## src/rtl/letterbox_nearest_scaler_assert.svh

```systemverilog
// Assertion macros shared by the scaler RTL.
// Needs a clock and an active-low reset passed in by the user.
`ifndef LETTERBOX_NEAREST_SCALER_ASSERT_SVH
`define LETTERBOX_NEAREST_SCALER_ASSERT_SVH

// Property holds at every clock edge outside reset.
`define LBS_ASSERT(label, clk, rst_n, prop, msg) \
    label: assert property (@(posedge clk) disable iff (!rst_n) prop) else $error(msg);

// Condition never seen at a clock edge outside reset.
`define LBS_NEVER(label, clk, rst_n, cond, msg) \
    label: assert property (@(posedge clk) disable iff (!rst_n) !(cond)) else $error(msg);

`endif

```

## src/rtl/lbs_pkg.sv

```systemverilog
// Shared constants and types of the letterbox scaler.
// No dependencies.
package lbs_pkg;
    localparam int PREVIEW_W      = 320;
    localparam int PREVIEW_H      = 180;
    localparam int MAX_SOURCE_DIM = 4096;
    localparam int MAX_RUN        = 8;

    localparam int DIM_W   = 13;   // source size, holds MAX_SOURCE_DIM itself
    localparam int POS_W   = 12;   // source coordinate
    localparam int FW_W    = 9;    // fitted width / column
    localparam int FH_W    = 8;    // fitted height / row
    localparam int DVD_W   = 21;   // dividend and quotient of the divider
    localparam int NBITS_W = 5;

    localparam logic [1:0] REG_SOURCE_WIDTH  = 2'd0;
    localparam logic [1:0] REG_SOURCE_HEIGHT = 2'd1;

    typedef struct packed {
        logic             fit;    // latch a new fit first
        logic             emit;   // pixel produces preview pixels
        logic [POS_W-1:0] sx;
        logic [POS_W-1:0] sy;
        logic [7:0]       b0;
        logic [7:0]       b1;
        logic [7:0]       b2;
    } entry_t;

    typedef struct packed {
        logic               start;
        logic [DVD_W-1:0]   dividend;
        logic [DIM_W-1:0]   divisor;
        logic [NBITS_W-1:0] nbits;
    } div_req_t;

    typedef struct packed {
        logic             done;
        logic [DVD_W-1:0] quotient;
    } div_rsp_t;
endpackage

```

## src/rtl/letterbox_nearest_scaler.sv

```systemverilog
// Letterbox nearest-neighbour scaler into a 320x180 preview.
// Source words enter on the input channel in raster order, frame_start on the
// first pixel of each frame. A preview pixel that samples a source pixel
// leaves as one word on the output channel (dest_x, dest_y, three bytes),
// rows then columns ascending, last_of_run set on the final word of a pixel;
// runs over MAX_RUN per axis are cut. Border fill and the constant fourth
// byte belong to the destination store. Config: cfg_index 0 = source_width,
// 1 = source_height, 13-bit data, values above 4096 saturate. cfg_ready is
// high only while the block is idle.
// Sequence: a frame_start pixel first fits the frame with one 21-bit
// division, or two when the height fit falls back to a width division;
// every emitting pixel is popped, runs four 9-bit divisions and a clamp step,
// then emits its words. The single shared restoring divider sets the rate;
// the next pixel is popped only once the output register is empty.
// A two-word queue lets the front take the next pixel while the back works.
// Reset: sizes return to 40 x 23, no frame active, the fit clears, the queue
// and output register empty. Pixels before the first frame_start are dropped.
// When the receiver stalls the output word holds and emission waits; the
// queue fills and in_ready drops.
// Depends on lbs_pkg, lbs_front, lbs_queue, lbs_back.
module letterbox_nearest_scaler
    import lbs_pkg::*;
(
    input  logic             clk,
    input  logic             rst_n,
    input  logic             in_valid,
    output logic             in_ready,
    input  logic             frame_start,
    input  logic [7:0]       byte0,
    input  logic [7:0]       byte1,
    input  logic [7:0]       byte2,
    output logic             out_valid,
    input  logic             out_ready,
    output logic [8:0]       dest_x,
    output logic [7:0]       dest_y,
    output logic [7:0]       out_byte0,
    output logic [7:0]       out_byte1,
    output logic [7:0]       out_byte2,
    output logic             last_of_run,
    input  logic             cfg_valid,
    output logic             cfg_ready,
    input  logic [1:0]       cfg_index,
    input  logic [12:0]      cfg_data
);
    logic [DIM_W-1:0] src_w_reg, src_w_next;
    logic [DIM_W-1:0] src_h_reg, src_h_next;
    logic [DIM_W-1:0] cfg_sat;
    logic             push, pop, q_ne, q_nf, back_busy;
    entry_t           push_entry, head;

    // queue and back end empty means no word is still owed
    assign cfg_ready = !q_ne && !back_busy;
    assign in_ready  = q_nf;
    assign cfg_sat   = (cfg_data > DIM_W'(MAX_SOURCE_DIM)) ? DIM_W'(MAX_SOURCE_DIM) : cfg_data;

    always_comb
    begin
        src_w_next = src_w_reg;
        src_h_next = src_h_reg;
        if (cfg_valid && cfg_ready)
        begin
            case (cfg_index)
                REG_SOURCE_WIDTH:  src_w_next = cfg_sat;
                REG_SOURCE_HEIGHT: src_h_next = cfg_sat;
                default:           ;
            endcase
        end
    end

    always_ff @(posedge clk or negedge rst_n)
    begin
        if (!rst_n)
        begin
            src_w_reg <= DIM_W'(40);
            src_h_reg <= DIM_W'(23);
        end
        else
        begin
            src_w_reg <= src_w_next;
            src_h_reg <= src_h_next;
        end
    end

    lbs_front u_front (
        .clk(clk), .rst_n(rst_n), .accept(in_valid && in_ready),
        .frame_start(frame_start), .byte0(byte0), .byte1(byte1), .byte2(byte2),
        .src_w(src_w_reg), .src_h(src_h_reg), .push(push), .entry(push_entry)
    );

    lbs_queue u_queue (
        .clk(clk), .rst_n(rst_n), .push(push), .push_entry(push_entry),
        .pop(pop), .head(head), .not_empty(q_ne), .not_full(q_nf)
    );

    lbs_back u_back (
        .clk(clk), .rst_n(rst_n), .src_w(src_w_reg), .src_h(src_h_reg),
        .head(head), .head_valid(q_ne), .pop(pop), .busy(back_busy),
        .out_valid(out_valid), .out_ready(out_ready), .dest_x(dest_x),
        .dest_y(dest_y), .out_byte0(out_byte0), .out_byte1(out_byte1),
        .out_byte2(out_byte2), .last_of_run(last_of_run)
    );
endmodule

```

## src/rtl/lbs_front.sv

```systemverilog
// Front end: accepts source words, tracks raster position and frame state.
// Depends on lbs_pkg.
module lbs_front
    import lbs_pkg::*;
(
    input  logic             clk,
    input  logic             rst_n,
    input  logic             accept,
    input  logic             frame_start,
    input  logic [7:0]       byte0,
    input  logic [7:0]       byte1,
    input  logic [7:0]       byte2,
    input  logic [DIM_W-1:0] src_w,
    input  logic [DIM_W-1:0] src_h,
    output logic             push,
    output entry_t           entry
);
    logic [DIM_W-1:0] col_reg, col_next;
    logic [DIM_W-1:0] row_reg, row_next;
    logic             active_reg, active_next;

    always_comb
    begin
        col_next    = col_reg;
        row_next    = row_reg;
        active_next = active_reg;
        push        = 1'b0;
        entry.fit   = frame_start;
        entry.emit  = 1'b0;
        entry.sx    = col_reg[POS_W-1:0];
        entry.sy    = row_reg[POS_W-1:0];
        entry.b0    = byte0;
        entry.b1    = byte1;
        entry.b2    = byte2;
        if (accept)
        begin
            if (frame_start)
            begin
                col_next    = '0;
                row_next    = '0;
                active_next = 1'b1;
            end
            if (active_next)
            begin
                if (src_w != '0 && src_h != '0 && col_next >= src_w)
                begin
                    col_next = '0;
                    row_next = row_next + 1'b1;
                end
                if (src_w == '0 || src_h == '0 || row_next >= src_h)
                begin
                    if (src_h != '0 && row_next >= src_h)
                        active_next = 1'b0;
                    push = frame_start;
                end
                else
                begin
                    push       = 1'b1;
                    entry.emit = 1'b1;
                    entry.sx   = col_next[POS_W-1:0];
                    entry.sy   = row_next[POS_W-1:0];
                    col_next   = col_next + 1'b1;
                    if (col_next >= src_w)
                    begin
                        col_next = '0;
                        row_next = row_next + 1'b1;
                        if (row_next >= src_h)
                            active_next = 1'b0;
                    end
                end
            end
        end
    end

    always_ff @(posedge clk or negedge rst_n)
    begin
        if (!rst_n)
        begin
            col_reg    <= '0;
            row_reg    <= '0;
            active_reg <= 1'b0;
        end
        else
        begin
            col_reg    <= col_next;
            row_reg    <= row_next;
            active_reg <= active_next;
        end
    end
endmodule

```

## src/rtl/lbs_queue.sv

```systemverilog
// Two-entry queue between front and back end.
// Depends on lbs_pkg.
module lbs_queue
    import lbs_pkg::*;
(
    input  logic   clk,
    input  logic   rst_n,
    input  logic   push,
    input  entry_t push_entry,
    input  logic   pop,
    output entry_t head,
    output logic   not_empty,
    output logic   not_full
);
    entry_t     mem_reg [2];
    logic [1:0] valid_reg, valid_next;
    logic       wr_reg, wr_next;
    logic       rd_reg, rd_next;

    assign head      = mem_reg[rd_reg];
    assign not_empty = valid_reg[rd_reg];
    assign not_full  = !valid_reg[wr_reg];

    always_comb
    begin
        valid_next = valid_reg;
        wr_next    = wr_reg;
        rd_next    = rd_reg;
        if (pop && not_empty)
        begin
            valid_next[rd_reg] = 1'b0;
            rd_next            = !rd_reg;
        end
        if (push && not_full)
        begin
            valid_next[wr_reg] = 1'b1;
            wr_next            = !wr_reg;
        end
    end

    always_ff @(posedge clk)
    begin
        if (push && not_full)
            mem_reg[wr_reg] <= push_entry;
    end

    always_ff @(posedge clk or negedge rst_n)
    begin
        if (!rst_n)
        begin
            valid_reg <= '0;
            wr_reg    <= 1'b0;
            rd_reg    <= 1'b0;
        end
        else
        begin
            valid_reg <= valid_next;
            wr_reg    <= wr_next;
            rd_reg    <= rd_next;
        end
    end
endmodule

```

## src/rtl/lbs_div.sv

```systemverilog
// Restoring divider, one quotient bit per cycle, quotient width chosen per request.
// Depends on lbs_pkg.
module lbs_div
    import lbs_pkg::*;
(
    input  logic     clk,
    input  logic     rst_n,
    input  div_req_t req,
    output div_rsp_t rsp
);
    logic               busy_reg, busy_next;
    logic               done_reg, done_next;
    logic [NBITS_W-1:0] cnt_reg, cnt_next;
    logic [DIM_W-1:0]   rem_reg, rem_next;
    logic [DVD_W-1:0]   dvd_reg, dvd_next;
    logic [DVD_W-1:0]   quo_reg, quo_next;
    logic [DIM_W:0]     trial;
    logic [DIM_W-1:0]   divisor_reg, divisor_next;

    assign rsp.done     = done_reg;
    assign rsp.quotient = quo_reg;

    always_comb
    begin
        busy_next    = busy_reg;
        done_next    = 1'b0;
        cnt_next     = cnt_reg;
        rem_next     = rem_reg;
        dvd_next     = dvd_reg;
        quo_next     = quo_reg;
        divisor_next = divisor_reg;
        trial        = {rem_reg, dvd_reg[DVD_W-1]};
        if (req.start)
        begin
            busy_next    = 1'b1;
            cnt_next     = req.nbits;
            // bits above the quotient width start out in the remainder
            rem_next     = DIM_W'(req.dividend >> req.nbits);
            quo_next     = '0;
            divisor_next = req.divisor;
            dvd_next     = req.dividend << (NBITS_W'(DVD_W) - req.nbits);
        end
        else if (busy_reg)
        begin
            dvd_next = dvd_reg << 1;
            if (trial >= {1'b0, divisor_reg})
            begin
                rem_next = DIM_W'(trial - {1'b0, divisor_reg});
                quo_next = {quo_reg[DVD_W-2:0], 1'b1};
            end
            else
            begin
                rem_next = trial[DIM_W-1:0];
                quo_next = {quo_reg[DVD_W-2:0], 1'b0};
            end
            cnt_next = cnt_reg - 1'b1;
            if (cnt_reg == NBITS_W'(1))
            begin
                busy_next = 1'b0;
                done_next = 1'b1;
            end
        end
    end

    always_ff @(posedge clk)
    begin
        rem_reg     <= rem_next;
        dvd_reg     <= dvd_next;
        quo_reg     <= quo_next;
        divisor_reg <= divisor_next;
    end

    always_ff @(posedge clk or negedge rst_n)
    begin
        if (!rst_n)
        begin
            busy_reg <= 1'b0;
            done_reg <= 1'b0;
            cnt_reg  <= '0;
        end
        else
        begin
            busy_reg <= busy_next;
            done_reg <= done_next;
            cnt_reg  <= cnt_next;
        end
    end
endmodule

```

## src/rtl/lbs_back.sv

```systemverilog
// Back end: frame fit, run edges through the divider, emission of preview words.
// Depends on lbs_pkg, lbs_div and the assertion macro header.
`include "letterbox_nearest_scaler_assert.svh"
module lbs_back
    import lbs_pkg::*;
(
    input  logic             clk,
    input  logic             rst_n,
    input  logic [DIM_W-1:0] src_w,
    input  logic [DIM_W-1:0] src_h,
    input  entry_t           head,
    input  logic             head_valid,
    output logic             pop,
    output logic             busy,
    output logic             out_valid,
    input  logic             out_ready,
    output logic [8:0]       dest_x,
    output logic [7:0]       dest_y,
    output logic [7:0]       out_byte0,
    output logic [7:0]       out_byte1,
    output logic [7:0]       out_byte2,
    output logic             last_of_run
);
    localparam logic [3:0] S_IDLE  = 4'd0;
    localparam logic [3:0] S_FIT1  = 4'd1;
    localparam logic [3:0] S_FIT2L = 4'd2;
    localparam logic [3:0] S_FIT2  = 4'd3;
    localparam logic [3:0] S_FITB  = 4'd4;
    localparam logic [3:0] S_ELNCH = 4'd5;
    localparam logic [3:0] S_EWAIT = 4'd6;
    localparam logic [3:0] S_ECLMP = 4'd7;
    localparam logic [3:0] S_EMIT  = 4'd8;

    localparam logic [NBITS_W-1:0] FIT_BITS  = NBITS_W'(DVD_W);
    localparam logic [NBITS_W-1:0] EDGE_BITS = NBITS_W'(FW_W);

    logic [3:0]       state_reg, state_next;
    entry_t           ent_reg, ent_next;
    logic [FW_W-1:0]  fw_reg, fw_next;
    logic [FH_W-1:0]  fh_reg, fh_next;
    logic [7:0]       bx_reg, bx_next;
    logic [6:0]       by_reg, by_next;
    logic [1:0]       k_reg, k_next;
    logic [FW_W-1:0]  edge_reg [4];
    logic [FW_W-1:0]  edge_next [4];
    logic [FW_W-1:0]  x_reg, x_next;
    logic [FW_W-1:0]  y_reg, y_next;
    logic             ov_reg, ov_next;
    logic [8:0]       dx_reg, dx_next;
    logic [7:0]       dy_reg, dy_next;
    logic             last_reg, last_next;

    div_req_t         dreq;
    div_rsp_t         drsp;
    logic [DIM_W-1:0] wp, hp;
    logic [DIM_W-1:0] e_s, e_src;
    logic [FW_W-1:0]  e_fit;
    logic [FW_W-1:0]  q_clamped;
    logic             row_end, col_end;

    lbs_div u_div (.clk(clk), .rst_n(rst_n), .req(dreq), .rsp(drsp));

    assign wp = (src_w == '0) ? DIM_W'(1) : src_w;
    assign hp = (src_h == '0) ? DIM_W'(1) : src_h;

    // operands of the current run edge: rows first, then columns
    always_comb
    begin
        case (k_reg)
            2'd0:
            begin
                e_s = {1'b0, ent_reg.sy}; e_fit = {1'b0, fh_reg}; e_src = src_h;
            end
            2'd1:
            begin
                e_s = {1'b0, ent_reg.sy} + 1'b1; e_fit = {1'b0, fh_reg}; e_src = src_h;
            end
            2'd2:
            begin
                e_s = {1'b0, ent_reg.sx}; e_fit = fw_reg; e_src = src_w;
            end
            default:
            begin
                e_s = {1'b0, ent_reg.sx} + 1'b1; e_fit = fw_reg; e_src = src_w;
            end
        endcase
    end

    assign q_clamped = (drsp.quotient > DVD_W'(e_fit)) ? e_fit : drsp.quotient[FW_W-1:0];
    assign col_end   = (x_reg + 1'b1 == edge_reg[3]);
    assign row_end   = (y_reg + 1'b1 == edge_reg[1]);

    // the bytes come from ent_reg, so the next pixel waits for the output word to leave
    assign pop         = (state_reg == S_IDLE) && head_valid && !ov_reg;
    assign busy        = (state_reg != S_IDLE) || ov_reg;
    assign out_valid   = ov_reg;
    assign dest_x      = dx_reg;
    assign dest_y      = dy_reg;
    assign out_byte0   = ent_reg.b0;
    assign out_byte1   = ent_reg.b1;
    assign out_byte2   = ent_reg.b2;
    assign last_of_run = last_reg;

    always_comb
    begin
        state_next = state_reg;
        ent_next   = ent_reg;
        fw_next    = fw_reg;
        fh_next    = fh_reg;
        bx_next    = bx_reg;
        by_next    = by_reg;
        k_next     = k_reg;
        edge_next  = edge_reg;
        x_next     = x_reg;
        y_next     = y_reg;
        ov_next    = ov_reg;
        dx_next    = dx_reg;
        dy_next    = dy_reg;
        last_next  = last_reg;
        dreq.start    = 1'b0;
        dreq.dividend = DVD_W'(hp) * DVD_W'(PREVIEW_W);
        dreq.divisor  = wp;
        dreq.nbits    = FIT_BITS;

        if (ov_reg && out_ready)
            ov_next = 1'b0;

        case (state_reg)
            S_IDLE:
            begin
                if (pop)
                begin
                    ent_next = head;
                    k_next   = 2'd0;
                    if (head.fit)
                    begin
                        dreq.start = 1'b1;
                        state_next = S_FIT1;
                    end
                    else if (head.emit)
                        state_next = S_ELNCH;
                end
            end
            S_FIT1:
            begin
                if (drsp.done)
                begin
                    fw_next = FW_W'(PREVIEW_W);
                    if (drsp.quotient > DVD_W'(PREVIEW_H))
                    begin
                        fh_next    = FH_W'(PREVIEW_H);
                        state_next = S_FIT2L;
                    end
                    else
                    begin
                        fh_next    = (drsp.quotient == '0) ? FH_W'(1)
                                                           : drsp.quotient[FH_W-1:0];
                        state_next = S_FITB;
                    end
                end
            end
            S_FIT2L:
            begin
                dreq.start    = 1'b1;
                dreq.dividend = DVD_W'(wp) * DVD_W'(PREVIEW_H);
                dreq.divisor  = hp;
                state_next    = S_FIT2;
            end
            S_FIT2:
            begin
                if (drsp.done)
                begin
                    if (drsp.quotient == '0)
                        fw_next = FW_W'(1);
                    else if (drsp.quotient > DVD_W'(PREVIEW_W))
                        fw_next = FW_W'(PREVIEW_W);
                    else
                        fw_next = drsp.quotient[FW_W-1:0];
                    state_next = S_FITB;
                end
            end
            S_FITB:
            begin
                bx_next    = 8'((FW_W'(PREVIEW_W) - fw_reg) >> 1);
                by_next    = 7'((FH_W'(PREVIEW_H) - fh_reg) >> 1);
                state_next = ent_reg.emit ? S_ELNCH : S_IDLE;
            end
            S_ELNCH:
            begin
                dreq.start    = 1'b1;
                dreq.dividend = DVD_W'(e_s) * DVD_W'(e_fit) + DVD_W'(e_src) - 1'b1;
                dreq.divisor  = e_src;
                dreq.nbits    = EDGE_BITS;
                state_next    = S_EWAIT;
            end
            S_EWAIT:
            begin
                if (drsp.done)
                begin
                    edge_next[k_reg] = q_clamped;
                    k_next           = k_reg + 1'b1;
                    state_next       = (k_reg == 2'd3) ? S_ECLMP : S_ELNCH;
                end
            end
            S_ECLMP:
            begin
                // long upscale runs are cut to MAX_RUN per axis
                if (edge_reg[1] > edge_reg[0] + FW_W'(MAX_RUN))
                    edge_next[1] = edge_reg[0] + FW_W'(MAX_RUN);
                if (edge_reg[3] > edge_reg[2] + FW_W'(MAX_RUN))
                    edge_next[3] = edge_reg[2] + FW_W'(MAX_RUN);
                y_next = edge_reg[0];
                x_next = edge_reg[2];
                if (edge_reg[0] >= edge_reg[1] || edge_reg[2] >= edge_reg[3])
                    state_next = S_IDLE;
                else
                    state_next = S_EMIT;
            end
            S_EMIT:
            begin
                if (!ov_reg || out_ready)
                begin
                    ov_next   = 1'b1;
                    dx_next   = 9'({1'b0, bx_reg} + x_reg);
                    dy_next   = 8'({2'b0, by_reg} + y_reg);
                    last_next = row_end && col_end;
                    if (col_end)
                    begin
                        x_next = edge_reg[2];
                        y_next = y_reg + 1'b1;
                        if (row_end)
                            state_next = S_IDLE;
                    end
                    else
                        x_next = x_reg + 1'b1;
                end
            end
            default:
                state_next = S_IDLE;
        endcase
    end

    always_ff @(posedge clk)
    begin
        ent_reg  <= ent_next;
        edge_reg <= edge_next;
        x_reg    <= x_next;
        y_reg    <= y_next;
        dx_reg   <= dx_next;
        dy_reg   <= dy_next;
        last_reg <= last_next;
        k_reg    <= k_next;
    end

    always_ff @(posedge clk or negedge rst_n)
    begin
        if (!rst_n)
        begin
            state_reg <= S_IDLE;
            ov_reg    <= 1'b0;
            fw_reg    <= '0;
            fh_reg    <= '0;
            bx_reg    <= '0;
            by_reg    <= '0;
        end
        else
        begin
            state_reg <= state_next;
            ov_reg    <= ov_next;
            fw_reg    <= fw_next;
            fh_reg    <= fh_next;
            bx_reg    <= bx_next;
            by_reg    <= by_next;
        end
    end

    `LBS_ASSERT(a_emit_in_run, clk, rst_n, (state_reg == S_EMIT) |-> (y_reg < edge_reg[1] && x_reg < edge_reg[3]), "emit position outside run")
    `LBS_ASSERT(a_emit_fitted, clk, rst_n, (state_reg == S_EMIT) |-> (fw_reg != '0 && fh_reg != '0), "emit before frame fit")
    `LBS_NEVER(a_div_stray, clk, rst_n, drsp.done && state_reg != S_FIT1 && state_reg != S_FIT2 && state_reg != S_EWAIT, "divider result with nobody waiting")
    `LBS_ASSERT(a_pop_idle, clk, rst_n, pop |=> (state_reg != S_EMIT), "emission started without edges")
endmodule
```

## config.mk

```make
export PLATFORM = sky130hd
export DESIGN_NAME = letterbox_nearest_scaler
export DESIGN_NICKNAME = d
export VERILOG_FILES = /design/src/rtl/lbs_pkg.sv /design/src/rtl/letterbox_nearest_scaler.sv /design/src/rtl/lbs_front.sv /design/src/rtl/lbs_queue.sv /design/src/rtl/lbs_div.sv /design/src/rtl/lbs_back.sv
export VERILOG_INCLUDE_DIRS = /design/src /design/src/rtl
export SDC_FILE = /design/constraint.sdc
export NUM_CORES = 1
export LEC_CHECK = 0
export BUFFER_PORTS_ARGS = -buffer_cell sky130_fd_sc_hd__buf_2
export CORE_ASPECT_RATIO = 1.5
export CORE_MARGIN = 2
export CORE_UTILIZATION = 54
export DETAILED_ROUTE_END_ITERATION = 7
export PLACE_DENSITY = 0.74
export SLEW_MARGIN = 20
export SYNTH_ARGS = -nofsm -noshare
export SYNTH_HDL_FRONTEND = slang
export SYNTH_SLANG_ARGS = --single-unit
```

## constraint.sdc

```tcl
create_clock -name clk -period 7.3 [get_ports clk]
set_clock_uncertainty 0.05 [all_clocks]
set_input_delay 0.365 -clock clk [delete_from_list [all_inputs] [get_ports clk]]
set_output_delay 0.365 -clock clk [all_outputs]
set_load 0.05 [all_outputs]
```

==> results.ini <==
[setup_path]
crit_path_frequent_cell=fa_1
reg2reg_depth=26
rrSetupSlack_ns=0.21
cp_max_fo=14
startpoint=u_back.k_reg[0]
setup.worst_path.end_class=flop
slowest_stage=fa_1
worstPathArrival_ns=7.32
max_stage_delay_ns=0.54
r2r_end=u_back.u_div.rem_reg[8]
critPathLaunchType=flop
path_class=flop to flop
reg2reg_from=u_back.k_reg[0]
required_ns=7.54
endpoint=u_back.u_div.rem_reg[8]

[die]
die_x_um=192
io_pins=90
die_area_um2=54800
core_region_area_um2=52500
rows=103
die_h_um=286
initial_core_util=0.544

[synthesis]
yosysUniqueCellTypes=94
postSynthCellCount=2832
synth_top_area_share=0.284
synth_ff_type=edfxtp_1
syn-cell-area_um2=28600
ys_seq_area_frac=0.387
yosys.area_share.simple=0.136
synth_top_family_by_area=adder cells
async_flop_share=0.258
yosysMostFrequentCell=inv_1
synth-adder-area-share=0.193
synth_mux_area_frac=0.0564
synth_area_leaders=edfxtp_1 (28%), ha_1 (11%), fa_1 (8.3%)
syn_area_per_cell_um2=10.1
synth_fp_nets=3247
synth_edf_count=270
synth_common_cells=inv_1 (312), nand2_1 (273), edfxtp_1 (270)
synth-seq-cells=392
synth_area_leader_cell=edfxtp_1
synth_compound_area_frac=0.114
ys_warn_count=0
synthXorXnorAreaFrac=0.0493

[drt]
finalWirelength_mm=74.5
drtIter0Drc=1445
drc_errors=0
postRouteAntennaNets=0
avgRoutedWirePerCell_um=20.3
viasPerCell=5.91
dr.pass1.iters=6
vias=21600

[clock_tree]
cts_inserted_buffers=39
cts.sink_count=392
cts_root_buf=clkbuf_16
clock_latency_ns=0.57
htree_levels=2
cts_tree=built
clk_pin_slew_ns=0.07
cts_max_path_buffers=3

[timing]
final-max-slew-violation-count=0
finalCritPeriodShare=0.971
max_slew_margin=0.341
setup_slack_ns=0.213
hold_viol=0
fin_crit_ns=7.09
setup_viol=0
fmax_ghz=0.141
worst_pin_slew_ns=0.986
whs_ns=0.0126

[cells_and_area]
finalNetCount=3366
syn2layout_area_growth_pct=11.4
antenna_cells=0
stdcell_area_um2=31800
largest_register_ffs=100
layout-drive-gt1-share=0.136

[global_route]
grt_max_degree=58
antenna_found_initial=0
grt_usage=0.275
overflow=0
grt_pass1_vias=22800
grt_first_pass_wirelength_mm=118

[status]
outcome=complete, no violations

[place]
dp_hpwl_mm=56.9
port_buffers=89
pre_cts_ws_ns=-0.343
gp_congestion=0.989
placed_area_um2=29900

[min_path]
hold_class=input pin to flop

[job]
drv_cap=0

==> cells by family after synthesis <==
kind of cell               after synthesis
muxes                                  151
and+or+nand+nor                        801
adders and majority gates              370
DFF                                    392
other                                    1
AOI/OAI and AO/OA                      506
buffers and inverters                  452
xor gates and xnor gates               159
==> per-layer routing <==
metal / part of all wire / GRT usage / up-vias
met2: 0.52 / 0.491 / 738
met1: 0.36 / 0.300 / 10600
met5: 0 / 0 / -
met4: 0.076 / 0.191 / 0
met3: 0.045 / 0.0336 / 296
li1: - / - / 10000
==> repair_timing <==
| action | in CTS | in global routing |
|---|---|---|
| setup buffers | 2 | 13 |
| pin swaps | 2 | 25 |
| hold buffers | 27 | 0 |
| hold endpoints to repair | 94 | 0 |
| setup endpoints to repair | 8 | 7 |
| gates resized for setup | 11 | 28 |
==> critical path, delay by kind of cell, from the launching register on <==
family / cells / cell delay [ns]
buf+inv: 7 / 0.95
compound gates: 8 / 1.60
fa+ha+maj: 7 / 3.12
simple gates: 3 / 0.47
xor+xnor: 1 / 0.17
flops: 1 / 0.45
==> layout make-up <==
type	count	area, um^2
Sequential cell	392	11100
Clock inverter	17	194
Inverter	316	1190
Multi-Input combinational cell	1988	15900
Fill cell	4270	20600
Clock buffer	55	1120
Timing Repair Buffer	214	1490
Tap cell	682	853
==> metrics by stage <==
stage           util  cells  TNS (ns)
6_report       0.607   3664         0
5_1_grt        0.607   3664   -0.0669
4_1_cts        0.602   3651         0
3_5_place_dp   0.571   3550     -1.30
3_3_place_gp   0.571   3550    -0.505
2_1_floorplan      -   2832         0
==> worst min-delay path by stage <==
stage          cells after the start  slack (ns)        start                 endpoint
2_1_floorplan                      0        0.02        rst_n            src_h_reg[10]
3_3_place_gp                       1        0.41        rst_n  u_back.u_div.cnt_reg[4]
3_5_place_dp                       1        0.41        rst_n  u_back.u_div.cnt_reg[0]
4_1_cts                            3       0.002  cfg_data[6]             src_w_reg[6]
5_1_grt                            3        0.03  cfg_data[1]             src_h_reg[1]
6_report                           3        0.01  cfg_data[2]             src_h_reg[2]
==> cells in the final DEF, fill, tap and decap left out, types with 19 or more instances in the layout <==
| cell | instances |
|---|---|
| a21o_1 | 43 |
| a21oi_1 | 102 |
| a22o_1 | 21 |
| and2_1 | 27 |
| buf_2 | 88 |
| buf_4 | 95 |
| clkbuf_16 | 40 |
| dfrtp_1 | 94 |
| dfxtp_1 | 21 |
| dlygate4sd3_1 | 27 |
| edfxtp_1 | 270 |
| fa_1 | 119 |
| ha_1 | 247 |
| inv_1 | 310 |
| mux2_2 | 66 |
| mux2i_1 | 78 |
| nand2_1 | 272 |
| nand2b_1 | 36 |
| nand3_1 | 51 |
| nand4_1 | 20 |
| nor2_1 | 188 |
| nor2b_1 | 50 |
| nor3_1 | 32 |
| o21a_1 | 19 |
| o21ai_0 | 142 |
| o22ai_1 | 34 |
| or2_2 | 24 |
| xnor2_1 | 113 |
| xor2_1 | 45 |
Power is left out: the tool's default activity adds up to more than one toggle a clock period on the data nets, which glitch-free logic cannot reach.
